<file path="config.mk">
export PLATFORM = sky130hd
export DESIGN_NAME = tcp_dest_port_packet_filter_top_flat
export DESIGN_NICKNAME = d
export VERILOG_FILES = /design/src/rtl/tdpf_pkg.sv /design/src/rtl/tdpf_if.sv /design/src/rtl/tcp_dest_port_packet_filter_top.sv /design/src/rtl/tdpf_capture.sv /design/src/rtl/tdpf_counters.sv /design/src/flat_wrapper.sv
export SDC_FILE = /design/constraint.sdc
export NUM_CORES = 1
export LEC_CHECK = 0
export ABC_AREA = 1
export BUFFER_PORTS_ARGS = -buffer_cell sky130_fd_sc_hd__clkbuf_2
export CAP_MARGIN = 20
export CORE_AREA = 2 2 197 218
export DETAILED_ROUTE_END_ITERATION = 7
export DIE_AREA = 0 0 199 220
export PLACE_DENSITY = 0.81
export SLEW_MARGIN = 20
export SYNTH_ARGS = -nofsm -noshare
export SYNTH_HDL_FRONTEND = slang
export SYNTH_SLANG_ARGS = --single-unit
</file>
<file path="constraint.sdc">
create_clock -name clk -period 3.85 [get_ports clk]
set_input_delay 0.77 -clock clk [delete_from_list [all_inputs] [get_ports clk]]
set_output_delay 0.77 -clock clk [all_outputs]
set_load 0.05 [all_outputs]
</file>
<file path="src/rtl/tdpf_pkg.sv">
// ----------------------------------------------------------------------------
// tdpf_pkg
// shared types, constants and the verdict function of the port filter
// ----------------------------------------------------------------------------
package tdpf_pkg;

	localparam int COUNTER_BITS = 64;
	localparam int CNT_OUT_W    = 64;

	localparam logic [7:0]  POS_ETYPE_HI  = 8'd12;
	localparam logic [7:0]  POS_ETYPE_LO  = 8'd13;
	localparam logic [7:0]  POS_VER_IHL   = 8'd14;
	localparam logic [7:0]  POS_TLEN_HI   = 8'd16;
	localparam logic [7:0]  POS_TLEN_LO   = 8'd17;
	localparam logic [7:0]  POS_PROTO     = 8'd23;
	localparam logic [7:0]  POS_MAX       = 8'd255;
	// ethernet header plus the two bytes of the tcp source port
	localparam logic [7:0]  PORT_BASE     = 8'd16;

	localparam logic [7:0]  ETH_HDR_LEN   = 8'd14;
	localparam logic [7:0]  ETH_IP_MIN    = 8'd34;
	localparam logic [15:0] TCP_MIN_HDR   = 16'd20;
	localparam logic [15:0] ETHERTYPE_IP4 = 16'h0800;
	localparam logic [3:0]  IP_VERSION4   = 4'd4;
	localparam logic [3:0]  IHL_MIN       = 4'd5;
	localparam logic [7:0]  PROTO_TCP     = 8'd6;
	localparam logic [15:0] BLOCKED_RESET = 16'd80;

	typedef enum logic [1:0] {
		VERDICT_FORWARD   = 2'd0,
		VERDICT_PORT      = 2'd1,
		VERDICT_MALFORMED = 2'd2
	} verdict_t;

	// captured view of a frame, including the byte being consumed
	typedef struct packed {
		logic [7:0]  len;
		logic [15:0] etype;
		logic [7:0]  ver_ihl;
		logic [15:0] ip_len;
		logic [7:0]  protocol;
		logic [15:0] dport;
	} frame_t;

	typedef struct packed {
		logic     load;
		verdict_t verdict;
	} result_t;

	function automatic verdict_t judge(frame_t f, logic [15:0] blocked);
		logic [7:0] hdr;
		verdict_t   v;
		hdr = {2'b00, f.ver_ihl[3:0], 2'b00};
		if (f.len < ETH_HDR_LEN) begin
			v = VERDICT_MALFORMED;
		end else if (f.etype != ETHERTYPE_IP4 || f.len < ETH_IP_MIN) begin
			v = VERDICT_FORWARD;
		end else if (f.ver_ihl[7:4] != IP_VERSION4) begin
			v = VERDICT_MALFORMED;
		end else if (f.ver_ihl[3:0] < IHL_MIN) begin
			v = VERDICT_MALFORMED;
		end else if (f.protocol != PROTO_TCP) begin
			v = VERDICT_FORWARD;
		end else if (hdr > f.len - ETH_HDR_LEN) begin
			v = VERDICT_FORWARD;
		end else if (f.ip_len < {8'd0, hdr} + TCP_MIN_HDR) begin
			v = VERDICT_FORWARD;
		end else if (f.len < hdr + ETH_IP_MIN) begin
			v = VERDICT_FORWARD;
		end else if (f.dport == blocked) begin
			v = VERDICT_PORT;
		end else begin
			v = VERDICT_FORWARD;
		end
		return v;
	endfunction

endpackage

</file>
<file path="src/rtl/tdpf_if.sv">
// ----------------------------------------------------------------------------
// tdpf channel interfaces
// valid/ready channels for frame bytes and for per-packet results
// ----------------------------------------------------------------------------
interface tdpf_in_if;
	logic       valid;
	logic       ready;
	logic [7:0] packet_byte;
	logic       end_of_packet;

	modport source (output valid, packet_byte, end_of_packet, input ready);
	modport sink   (input valid, packet_byte, end_of_packet, output ready);
endinterface

interface tdpf_out_if;
	logic        valid;
	logic        ready;
	logic [1:0]  verdict;
	logic [63:0] total_count;
	logic [63:0] forwarded_count;
	logic [63:0] port_drop_count;
	logic [63:0] malformed_drop_count;

	modport source (output valid, verdict, total_count, forwarded_count, port_drop_count,
		malformed_drop_count, input ready);
	modport sink   (input valid, verdict, total_count, forwarded_count, port_drop_count,
		malformed_drop_count, output ready);
endinterface

</file>
<file path="src/rtl/tcp_dest_port_packet_filter_top.sv">
// ----------------------------------------------------------------------------
// tcp_dest_port_packet_filter_top
// ipv4 tcp destination port filter over a byte stream of ethernet frames
// ----------------------------------------------------------------------------
// throughput: one byte per cycle; while a result waits unread, bytes keep
//   flowing until the next last byte, which holds in the input register
// results: the last byte of a frame passes the input register, then the
//   result register, which offers the verdict and counters; a full result
//   slot holds that last byte in the input register
// reset: arst_n clears byte position, captured fields, all counters and
//   the valid bits; blocked_port returns to 80
// ----------------------------------------------------------------------------
module tcp_dest_port_packet_filter_top import tdpf_pkg::*; (
	input  logic        clk,
	input  logic        arst_n,
	tdpf_in_if.sink     pkt,
	tdpf_out_if.source  res,
	input  logic        cfg_we,
	input  logic [15:0] cfg_wdata
);

	// input register stage
	logic       valid_s1;
	logic [7:0] byte_s1;
	logic       eop_s1;
	logic       fire_s1;

	logic [15:0] blocked_port_q;
	frame_t      frame_nxt;
	result_t     res_in;

	// a non-final byte never needs the result slot; a final byte needs it
	// empty or draining in this cycle
	assign fire_s1   = valid_s1 && (!eop_s1 || !res.valid || res.ready);
	assign pkt.ready = !valid_s1 || fire_s1;

	always_ff @(posedge clk or negedge arst_n) begin
		if (!arst_n) begin
			valid_s1 <= 1'b0;
		end else if (pkt.ready) begin
			valid_s1 <= pkt.valid;
		end
	end

	// payload of the input stage, no reset needed
	always_ff @(posedge clk) begin
		if (pkt.valid && pkt.ready) begin
			byte_s1 <= pkt.packet_byte;
			eop_s1  <= pkt.end_of_packet;
		end
	end

	// blocked port register; the user must write it only while idle, the block does not enforce this
	always_ff @(posedge clk or negedge arst_n) begin
		if (!arst_n) begin
			blocked_port_q <= BLOCKED_RESET;
		end else if (cfg_we) begin
			blocked_port_q <= cfg_wdata;
		end
	end

	// field capture; frame_nxt already includes the byte in stage 1
	tdpf_capture u_capture (
		.clk       (clk),
		.arst_n    (arst_n),
		.fire      (fire_s1),
		.pkt_byte  (byte_s1),
		.eop       (eop_s1),
		.frame_nxt (frame_nxt)
	);

	// verdict on the last byte of the frame
	always_comb begin
		res_in.load    = fire_s1 && eop_s1;
		res_in.verdict = judge(frame_nxt, blocked_port_q);
	end

	// counters and result register
	tdpf_counters u_counters (
		.clk    (clk),
		.arst_n (arst_n),
		.res_in (res_in),
		.res    (res)
	);

endmodule

</file>
<file path="src/rtl/tdpf_capture.sv">
// ----------------------------------------------------------------------------
// tdpf_capture
// byte position and header field capture for the frame in flight
// ----------------------------------------------------------------------------
module tdpf_capture import tdpf_pkg::*; (
	input  logic       clk,
	input  logic       arst_n,
	input  logic       fire,
	input  logic [7:0] pkt_byte,
	input  logic       eop,
	output frame_t     frame_nxt
);

	logic [7:0]  pos_q;
	logic [15:0] etype_q;
	logic [7:0]  ver_ihl_q;
	logic [15:0] tlen_q;
	logic [7:0]  proto_q;
	logic [15:0] dport_q;
	logic [7:0]  port_at;

	assign port_at = PORT_BASE + {2'b00, ver_ihl_q[3:0], 2'b00};

	always_comb begin
		frame_nxt.len      = (pos_q == POS_MAX) ? POS_MAX : pos_q + 8'd1;
		frame_nxt.etype    = etype_q;
		frame_nxt.ver_ihl  = ver_ihl_q;
		frame_nxt.ip_len   = tlen_q;
		frame_nxt.protocol = proto_q;
		frame_nxt.dport    = dport_q;
		if (pos_q == POS_ETYPE_HI) frame_nxt.etype[15:8]  = pkt_byte;
		if (pos_q == POS_ETYPE_LO) frame_nxt.etype[7:0]   = pkt_byte;
		if (pos_q == POS_VER_IHL)  frame_nxt.ver_ihl      = pkt_byte;
		if (pos_q == POS_TLEN_HI)  frame_nxt.ip_len[15:8] = pkt_byte;
		if (pos_q == POS_TLEN_LO)  frame_nxt.ip_len[7:0]  = pkt_byte;
		if (pos_q == POS_PROTO)    frame_nxt.protocol     = pkt_byte;
		// port offset uses the ihl captured earlier in this frame
		if (pos_q > POS_VER_IHL) begin
			if (pos_q == port_at)         frame_nxt.dport[15:8] = pkt_byte;
			if (pos_q == port_at + 8'd1)  frame_nxt.dport[7:0]  = pkt_byte;
		end
	end

	always_ff @(posedge clk or negedge arst_n) begin
		if (!arst_n) begin
			pos_q     <= '0;
			etype_q   <= '0;
			ver_ihl_q <= '0;
			tlen_q    <= '0;
			proto_q   <= '0;
			dport_q   <= '0;
		end else if (fire) begin
			if (eop) begin
				pos_q     <= '0;
				etype_q   <= '0;
				ver_ihl_q <= '0;
				tlen_q    <= '0;
				proto_q   <= '0;
				dport_q   <= '0;
			end else begin
				pos_q     <= frame_nxt.len;
				etype_q   <= frame_nxt.etype;
				ver_ihl_q <= frame_nxt.ver_ihl;
				tlen_q    <= frame_nxt.ip_len;
				proto_q   <= frame_nxt.protocol;
				dport_q   <= frame_nxt.dport;
			end
		end
	end

endmodule

</file>
<file path="src/rtl/tdpf_counters.sv">
// ----------------------------------------------------------------------------
// tdpf_counters
// packet counters and the result register that drives the output channel
// ----------------------------------------------------------------------------
module tdpf_counters import tdpf_pkg::*; (
	input  logic        clk,
	input  logic        arst_n,
	input  result_t     res_in,
	tdpf_out_if.source  res
);

	logic [COUNTER_BITS-1:0] total_q;
	logic [COUNTER_BITS-1:0] fwd_q;
	logic [COUNTER_BITS-1:0] port_q;
	logic [COUNTER_BITS-1:0] mal_q;
	logic [COUNTER_BITS-1:0] total_nxt;
	logic [COUNTER_BITS-1:0] fwd_nxt;
	logic [COUNTER_BITS-1:0] port_nxt;
	logic [COUNTER_BITS-1:0] mal_nxt;
	logic                    valid_q;
	verdict_t                verdict_q;

	always_comb begin
		total_nxt = total_q + COUNTER_BITS'(1);
		fwd_nxt   = fwd_q;
		port_nxt  = port_q;
		mal_nxt   = mal_q;
		case (res_in.verdict)
			VERDICT_FORWARD: fwd_nxt  = fwd_q + COUNTER_BITS'(1);
			VERDICT_PORT:    port_nxt = port_q + COUNTER_BITS'(1);
			default:         mal_nxt  = mal_q + COUNTER_BITS'(1);
		endcase
	end

	always_ff @(posedge clk or negedge arst_n) begin
		if (!arst_n) begin
			total_q <= '0;
			fwd_q   <= '0;
			port_q  <= '0;
			mal_q   <= '0;
			valid_q <= 1'b0;
		end else if (res_in.load) begin
			total_q <= total_nxt;
			fwd_q   <= fwd_nxt;
			port_q  <= port_nxt;
			mal_q   <= mal_nxt;
			valid_q <= 1'b1;
		end else if (res.ready) begin
			valid_q <= 1'b0;
		end
	end

	always_ff @(posedge clk) begin
		if (res_in.load) verdict_q <= res_in.verdict;
	end

	assign res.valid                = valid_q;
	assign res.verdict              = verdict_q;
	assign res.total_count          = CNT_OUT_W'(total_q);
	assign res.forwarded_count      = CNT_OUT_W'(fwd_q);
	assign res.port_drop_count      = CNT_OUT_W'(port_q);
	assign res.malformed_drop_count = CNT_OUT_W'(mal_q);

endmodule

</file>
<file path="src/flat_wrapper.sv">
// flat-port wrapper written by rule: the top's interface ports become plain ports
module tcp_dest_port_packet_filter_top_flat import tdpf_pkg::*;
  (clk, arst_n, cfg_we, cfg_wdata, pkt_valid, pkt_packet_byte, pkt_end_of_packet, pkt_ready, res_valid, res_verdict, res_total_count, res_forwarded_count, res_port_drop_count, res_malformed_drop_count, res_ready);
  tdpf_in_if pkt_i ();
  tdpf_out_if res_i ();
  input  logic clk;
  input  logic arst_n;
  input  logic cfg_we;
  input  logic [15:0] cfg_wdata;
  input wire logic [$bits(pkt_i.valid)-1:0] pkt_valid;
  input wire logic [$bits(pkt_i.packet_byte)-1:0] pkt_packet_byte;
  input wire logic [$bits(pkt_i.end_of_packet)-1:0] pkt_end_of_packet;
  output wire logic [$bits(pkt_i.ready)-1:0] pkt_ready;
  output wire logic [$bits(res_i.valid)-1:0] res_valid;
  output wire logic [$bits(res_i.verdict)-1:0] res_verdict;
  output wire logic [$bits(res_i.total_count)-1:0] res_total_count;
  output wire logic [$bits(res_i.forwarded_count)-1:0] res_forwarded_count;
  output wire logic [$bits(res_i.port_drop_count)-1:0] res_port_drop_count;
  output wire logic [$bits(res_i.malformed_drop_count)-1:0] res_malformed_drop_count;
  input wire logic [$bits(res_i.ready)-1:0] res_ready;
  assign pkt_i.valid = pkt_valid;
  assign pkt_i.packet_byte = pkt_packet_byte;
  assign pkt_i.end_of_packet = pkt_end_of_packet;
  assign pkt_ready = pkt_i.ready;
  assign res_valid = res_i.valid;
  assign res_verdict = res_i.verdict;
  assign res_total_count = res_i.total_count;
  assign res_forwarded_count = res_i.forwarded_count;
  assign res_port_drop_count = res_i.port_drop_count;
  assign res_malformed_drop_count = res_i.malformed_drop_count;
  assign res_i.ready = res_ready;
  tcp_dest_port_packet_filter_top u_core (.clk(clk), .arst_n(arst_n), .pkt(pkt_i), .res(res_i), .cfg_we(cfg_we), .cfg_wdata(cfg_wdata));
endmodule
</file>
Yosys cells after proc, flatten, opt, wreduce, memory -nomap -nowiden
Index checks and enable logic that the tools add are counted.
{ "classes": {"add_sub_neg": 10, "reduce_logical": 16, "muxes": 27, "bitwise_logic": 1, "magnitude_cmp": 7, "eq_ne": 14} }
{ "op_table": {"columns": ["cell", "count"], "rows": [
  ["$add A64 B1 Y64 const B", 4],
  ["$mux W8", 12],
  ["$mux W16", 4],
  ["$eq A8 B4 Y1 const B", 3],
  ["$eq A8 B5 Y1 const B", 3],
  ["$add A8 B1 Y8 const B", 2],
  ["$eq A16 B16 Y1", 1],
  ["$eq A8 B8 Y1", 2],
  ["$lt A16 B16 Y1", 1],
  ["$mux W2", 8],
  ["$ne A16 B12 Y1 const B", 1],
  ["$eq A8 B8 Y1 const B", 1],
  ["$gt A6 B8 Y1", 1],
  ["$gt A8 B4 Y1 const B", 1],
  ["$lt A8 B4 Y1 const B", 1],
  ["$lt A8 B6 Y1 const B", 1],
  ["$lt A8 B8 Y1", 1],
  ["$ne A8 B3 Y1 const B", 1],
  ["$sub A8 B4 Y8 const B", 1],
  ["$add A5 B6 Y7 const A", 1],
  ["$add A6 B5 Y7 const B", 1],
  ["$add A6 B6 Y7 const B", 1],
  ["$reduce_and A2 Y1", 3],
  ["$logic_or A1 B1 Y1", 4],
  ["10 further kinds", 16]
]} }
{ "word_totals": {"regBits": 357, "inputBits": 30} }

Logic depth before layout (Yosys ltp)
{ "depth": {"depth_word": 19, "ltp_mapped": 25, "ltp_nobuf": 23} }

Cells and area by module
From an unflattened synthesis, not the netlist that was laid out.
{ "hier_totals": {"cells_unflattened": 2840, "area_unflattened_um2": 21101.5} }
{ "by_module_without_submodules": {"columns": ["module", "area_each_um2", "cells_per_inst", "n_inst"], "rows": [
  ["tdpf_counters", 14960.6, 2042, 1],
  ["tdpf_capture", 4262.8, 568, 1],
  ["tcp_dest_port_packet_filter_top", 1878.1, 230, 1]
]} }

Worst setup path before layout
Ideal clock, no wire load.
{ "synth_path": {"kind": "flip-flop to flip-flop", "from": "register u_core.u_capture.pos_q[0]", "to": "register u_core.u_counters.port_q[18] (netlist: u_core.u_counters.res.port_drop_count[18])", "setup_time_ps": 114, "synth_period_minus_slack_ps": 3297, "path_slack_ps": 553, "required_time_ps": 3736, "n_path_buf": 2, "path_stages_with_launch": 24, "t_arrival_ps": 3183, "path_cell_list": "dfrtp_1 inv_1 ha_1 nand3_1 nor2_1 buf_4 nand2_1 o21ai_0 inv_1 o21ai_0 xor2_1 ha_1 a21oi_1 o211ai_1 inv_1 nand3_1 clkinv_1 nor2_1 nand2_2 nor2_4 buf_2 nand4_1 nand2_1 inv_1"} }
{ "synth_between": {"elab_chain_cells": 15, "elab_cells_between_ends": 46, "classes_between": "add/sub (4); order compare (7); eq/ne (14); mux (19); reduce/logical (2)"} }
{ "synth_lines": {"columns": ["item", "line_no", "text"], "rows": [
  ["from (decl)", "tdpf_capture.sv:14", "logic [7:0] pos_q;"],
  ["from (signal assigned)", "tdpf_capture.sv:61", "pos_q <= frame_nxt.len;"],
  ["branches (longest 12 deep; another with $add A8 B1 Y8)", null, null],
  ["$mux W2 *", "tdpf_pkg.sv:54", "if (f.len < ETH_HDR_LEN) begin"],
  ["$eq A2 B1 Y1 *", "tdpf_counters.sv:28", "case (res_in.verdict)"],
  ["$reduce_and A2 Y1 (no line) *", null, null],
  ["to (signal assigned)", "tdpf_counters.sv:45", "port_q <= port_nxt;"],
  ["to (decl)", "tdpf_counters.sv:14", "logic [COUNTER_BITS-1:0] port_q;"]
]} }
Mark *: on every way between the ends.
A chain may end at the register's enable or synchronous reset.

Final worst setup path
{ "layout_path": {"from": "register u_core.u_capture.pos_q[0]", "to": "register u_core.u_counters.port_q[56] (netlist: u_core.u_counters.res.port_drop_count[56])"} }
Same word-level chain as after synthesis.

==> results.cfg <==
[layout]
area_growth_pct = 15.7
drive_above_1_share_pct = 13.1
multi_input_area_sq_um = 10900
seq_area_sq_um = 8940
num-fill-cells = 3863
finalNonFillerCells = 3890
antenna_cells = 0
finalNetCount = 3349

[min_path]
hp-class = primary input to asynchronous set/reset pin

[global_routing]
grt_pass1_wl_microns = 104000
grt_usage_pct = 29.5
grt_pass1_vias = 19700
grt_antenna_before_repair = 0
grt_max_degree = 109
gr-total-overflow = 0

[synth]
ys.flop_type = dfrtp_1
synth.top_cells.by_area = dfrtp_1 39%, nand2_1 14%, inv_1 7.0%, xor2_1 6.2%, nand4_1 5.5%
syn_inst = 3009
ys_seq_area_share_pct = 41.0
syn_area_per_cell_sq_um = 7.24
netlist_area_sq_um = 21800
yosysUniqueCellTypes = 43
synth_enable_flop_cells = 11
ys_ff_latch = 355
yosys.area.top_type = dfrtp_1
yosysTopAreaCellShare_pct = 39.3
async_reset_ff_share_pct = 96.9
yosysWarnings = 0
synth_nets = 3064

[timing]
hold_viol_final = 0
post-route-period-util_pct = 92.9
fin_crit_ps = 3580
setup_violations = 0
fin_setup_tns_ps = 0
whs_ps = 156
setup_slack_ps = 275
fin_skew_ps = 20.1
worst_pin_slew_ps = 973
finalMaxSlewViolations = 0
relSlewSlack_pct = 35.1
clock.fmax_mhz = 280

[critical_path]
cpPeakStageDelay_ps = 430
worstPathMaxFanout = 16
reg2reg_depth = 24
crit_family = simple AND/OR/NAND/NOR gates
crit_top_cell = inv_1
r2r-end = u_core.u_counters.res.port_drop_count[56]
crit_buf_inv = 8
worstPathCellList = inv_1, ha_1, nand3_1, nor2_1, buf_4, nand2_1, o21ai_2, inv_1, ha_1, o21ai_0, ha_1, inv_1, o211ai_1, inv_1, nand3_2, clkinv_1, nor2_1, nand2_2, nor2_4, buf_12, buf_4, nand3_1, nand2_1, nand2_1
reg2reg_slack_ps = 270
worstPathRequired_ps = 4300
regToRegStartpoint = u_core.u_capture.pos_q[0]
crit_arrival_ps = 4020
crit_slowest_cell = dfrtp_1
end_kind = register
critPathKind = register to register
cp-start-kind = register

[floorplanning]
initial_utilization_pct = 52.1
core-area_sq_um = 41800
ios = 290
die_y_microns = 220
rows = 79
die_area_sq_um = 43800
die_w_microns = 199

[clock_tree]
clk_latency_ps = 570
hold_buffers = 0
cts-buffers-inserted = 40
htreeDepth = 2
clk_pin_slew_ps = 60
cts_root_buf = clkbuf_16
cts_tree = yes
cts_sinks = 355
cts_buffer_depth = 3

[placed_design]
pre_cts_ws_ps = 94.1
dp_cells = 3815
gp_congestion = 0.979
port_buffers = 289
place_hpwl_microns = 48200

[drt]
via_count = 21200
wl_microns = 64900
first_iter_violations = 1632
vias_per_cell = 5.46
dr.pass1.iters = 5
drc_errors = 0
post_drt_wl_per_cell_microns = 16.7
postRouteAntennaNets = 0

[power_and_ir_drop]
ir_drop_mv = 0.310
power.total_mw = 9.11
powerDensity_nw_per_um2 = 361
p_leak_nw = 12.1

[status]
outcome = finished clean

[job]
maxCapViolCount = 0
flip-flops by register name, summed over array words and instances (netlist names), 2 cells and up:
name	count
u_core.u_capture.proto_q	8
u_core.u_counters.res.malformed_drop_count	64
u_core.u_counters.res.verdict	2
u_core.u_capture.ver_ihl_q	8
u_core.u_capture.pos_q	8
u_core.blocked_port_q	16
u_core.u_counters.res.port_drop_count	64
u_core.u_capture.dport_q	16
u_core.u_capture.tlen_q	14
u_core.u_counters.res.total_count	64
u_core.u_capture.etype_q	16
u_core.byte_s1	8
u_core.u_counters.res.forwarded_count	64
area by class of cell:
class,count,area share (%)
sequential,355,35.5
timing repair buffer,332,7.53
clock inverter,11,0.353
inverter,410,6.13
clock buffer,60,4.59
multi-input combinational,2155,43.1
tap,567,2.82
through the flow:
stage	util, %	area (sq um)
finish	60.3	25200
global route	60.3	25200
CTS	60.1	25100
detailed placement	57.1	23900
global placement	57.1	23900
floorplan	-	21800
synth_stat cells, drive strengths merged (3+ instances only):
library cell,count
nand2,827
inv,409
dfrtp,342
nor2,309
nand3,222
nand4,192
xor2,154
nor3,137
o21ai,118
buf,63
xnor2,52
nor4,47
o22ai,42
clkbuf,26
ha,25
edfxtp,11
a21oi,9
nor3b,4
and3,3
nand3b,3
worst max path at each step:
stage                                    startpoint                                        end  slack (ps)  cells after the start
after floorplan           u_core.u_capture.pos_q[0]  u_core.u_counters.res.port_drop_count[18]         550                     23
after global placement    u_core.u_capture.pos_q[0]  u_core.u_counters.res.port_drop_count[41]         220                     19
after detailed placement  u_core.u_capture.pos_q[0]  u_core.u_counters.res.port_drop_count[22]          90                     22
after CTS                 u_core.u_capture.pos_q[0]  u_core.u_counters.res.port_drop_count[22]          50                     22
after global routing      u_core.u_capture.pos_q[0]  u_core.u_counters.res.port_drop_count[51]         -20                     24
final                     u_core.u_capture.pos_q[0]  u_core.u_counters.res.port_drop_count[56]         270                     24
repair_timing:
action,in CTS,in global routing
endpoints found under the setup margin,0,145
resized for setup,0,14
buffers inserted,0,3
cell families after synthesis:
group                    after synthesis  share of synthesized area (%)
adder cells (fa/ha/maj)               25                           1.44
AO/OA/AOI/OAI                        174                           4.32
flip-flops                           355                           41.0
AND/OR/NAND/NOR                     1750                           35.6
buffers and inverters                499                           9.28
XOR/XNOR                             206                           8.28
worst reg2reg max path: cells and delay by family, from the launching register on:
kind	cells	cell delay (ps)
compound gates	3	540
fa+ha+maj	3	580
buf+inv	8	970
flops	1	430
simple gates	10	960
power breakdown:
| group | leakage [nW] | internal (mW) | switching [mW] |
|---|---|---|---|
| clock | 0.610 | 2.14 | 1.58 |
| combinational | 6.90 | 0.289 | 1.01 |
| sequential | 4.61 | 3.90 | 0.190 |
cell usage in the layout (no fill, tap or decap), types with 8 or more instances in the layout:
| cell | count |
|---|---|
| clkbuf_1 | 13 |
| edfxtp_1 | 11 |
| nand4_1 | 191 |
| ha_1 | 24 |
| nor2_1 | 298 |
| o21ai_0 | 105 |
| buf_12 | 8 |
| xnor2_1 | 51 |
| nor4_1 | 47 |
| o21ai_1 | 11 |
| nor3_1 | 137 |
| inv_1 | 402 |
| a21oi_1 | 8 |
| nand2_2 | 10 |
| o22ai_1 | 42 |
| dfrtp_1 | 340 |
| xor2_1 | 154 |
| buf_4 | 34 |
| nand3_1 | 218 |
| clkbuf_16 | 42 |
| nand2_1 | 816 |
| clkbuf_2 | 288 |
per-layer routing:
layer | track usage, % | part of all wire [%]
met3 | 5.48 | 8.2
met5 | 0 | 0
met1 | 40.8 | 43
met4 | 10.1 | 3.1
met2 | 46.7 | 45
Power figures use the tool's default switching activity.
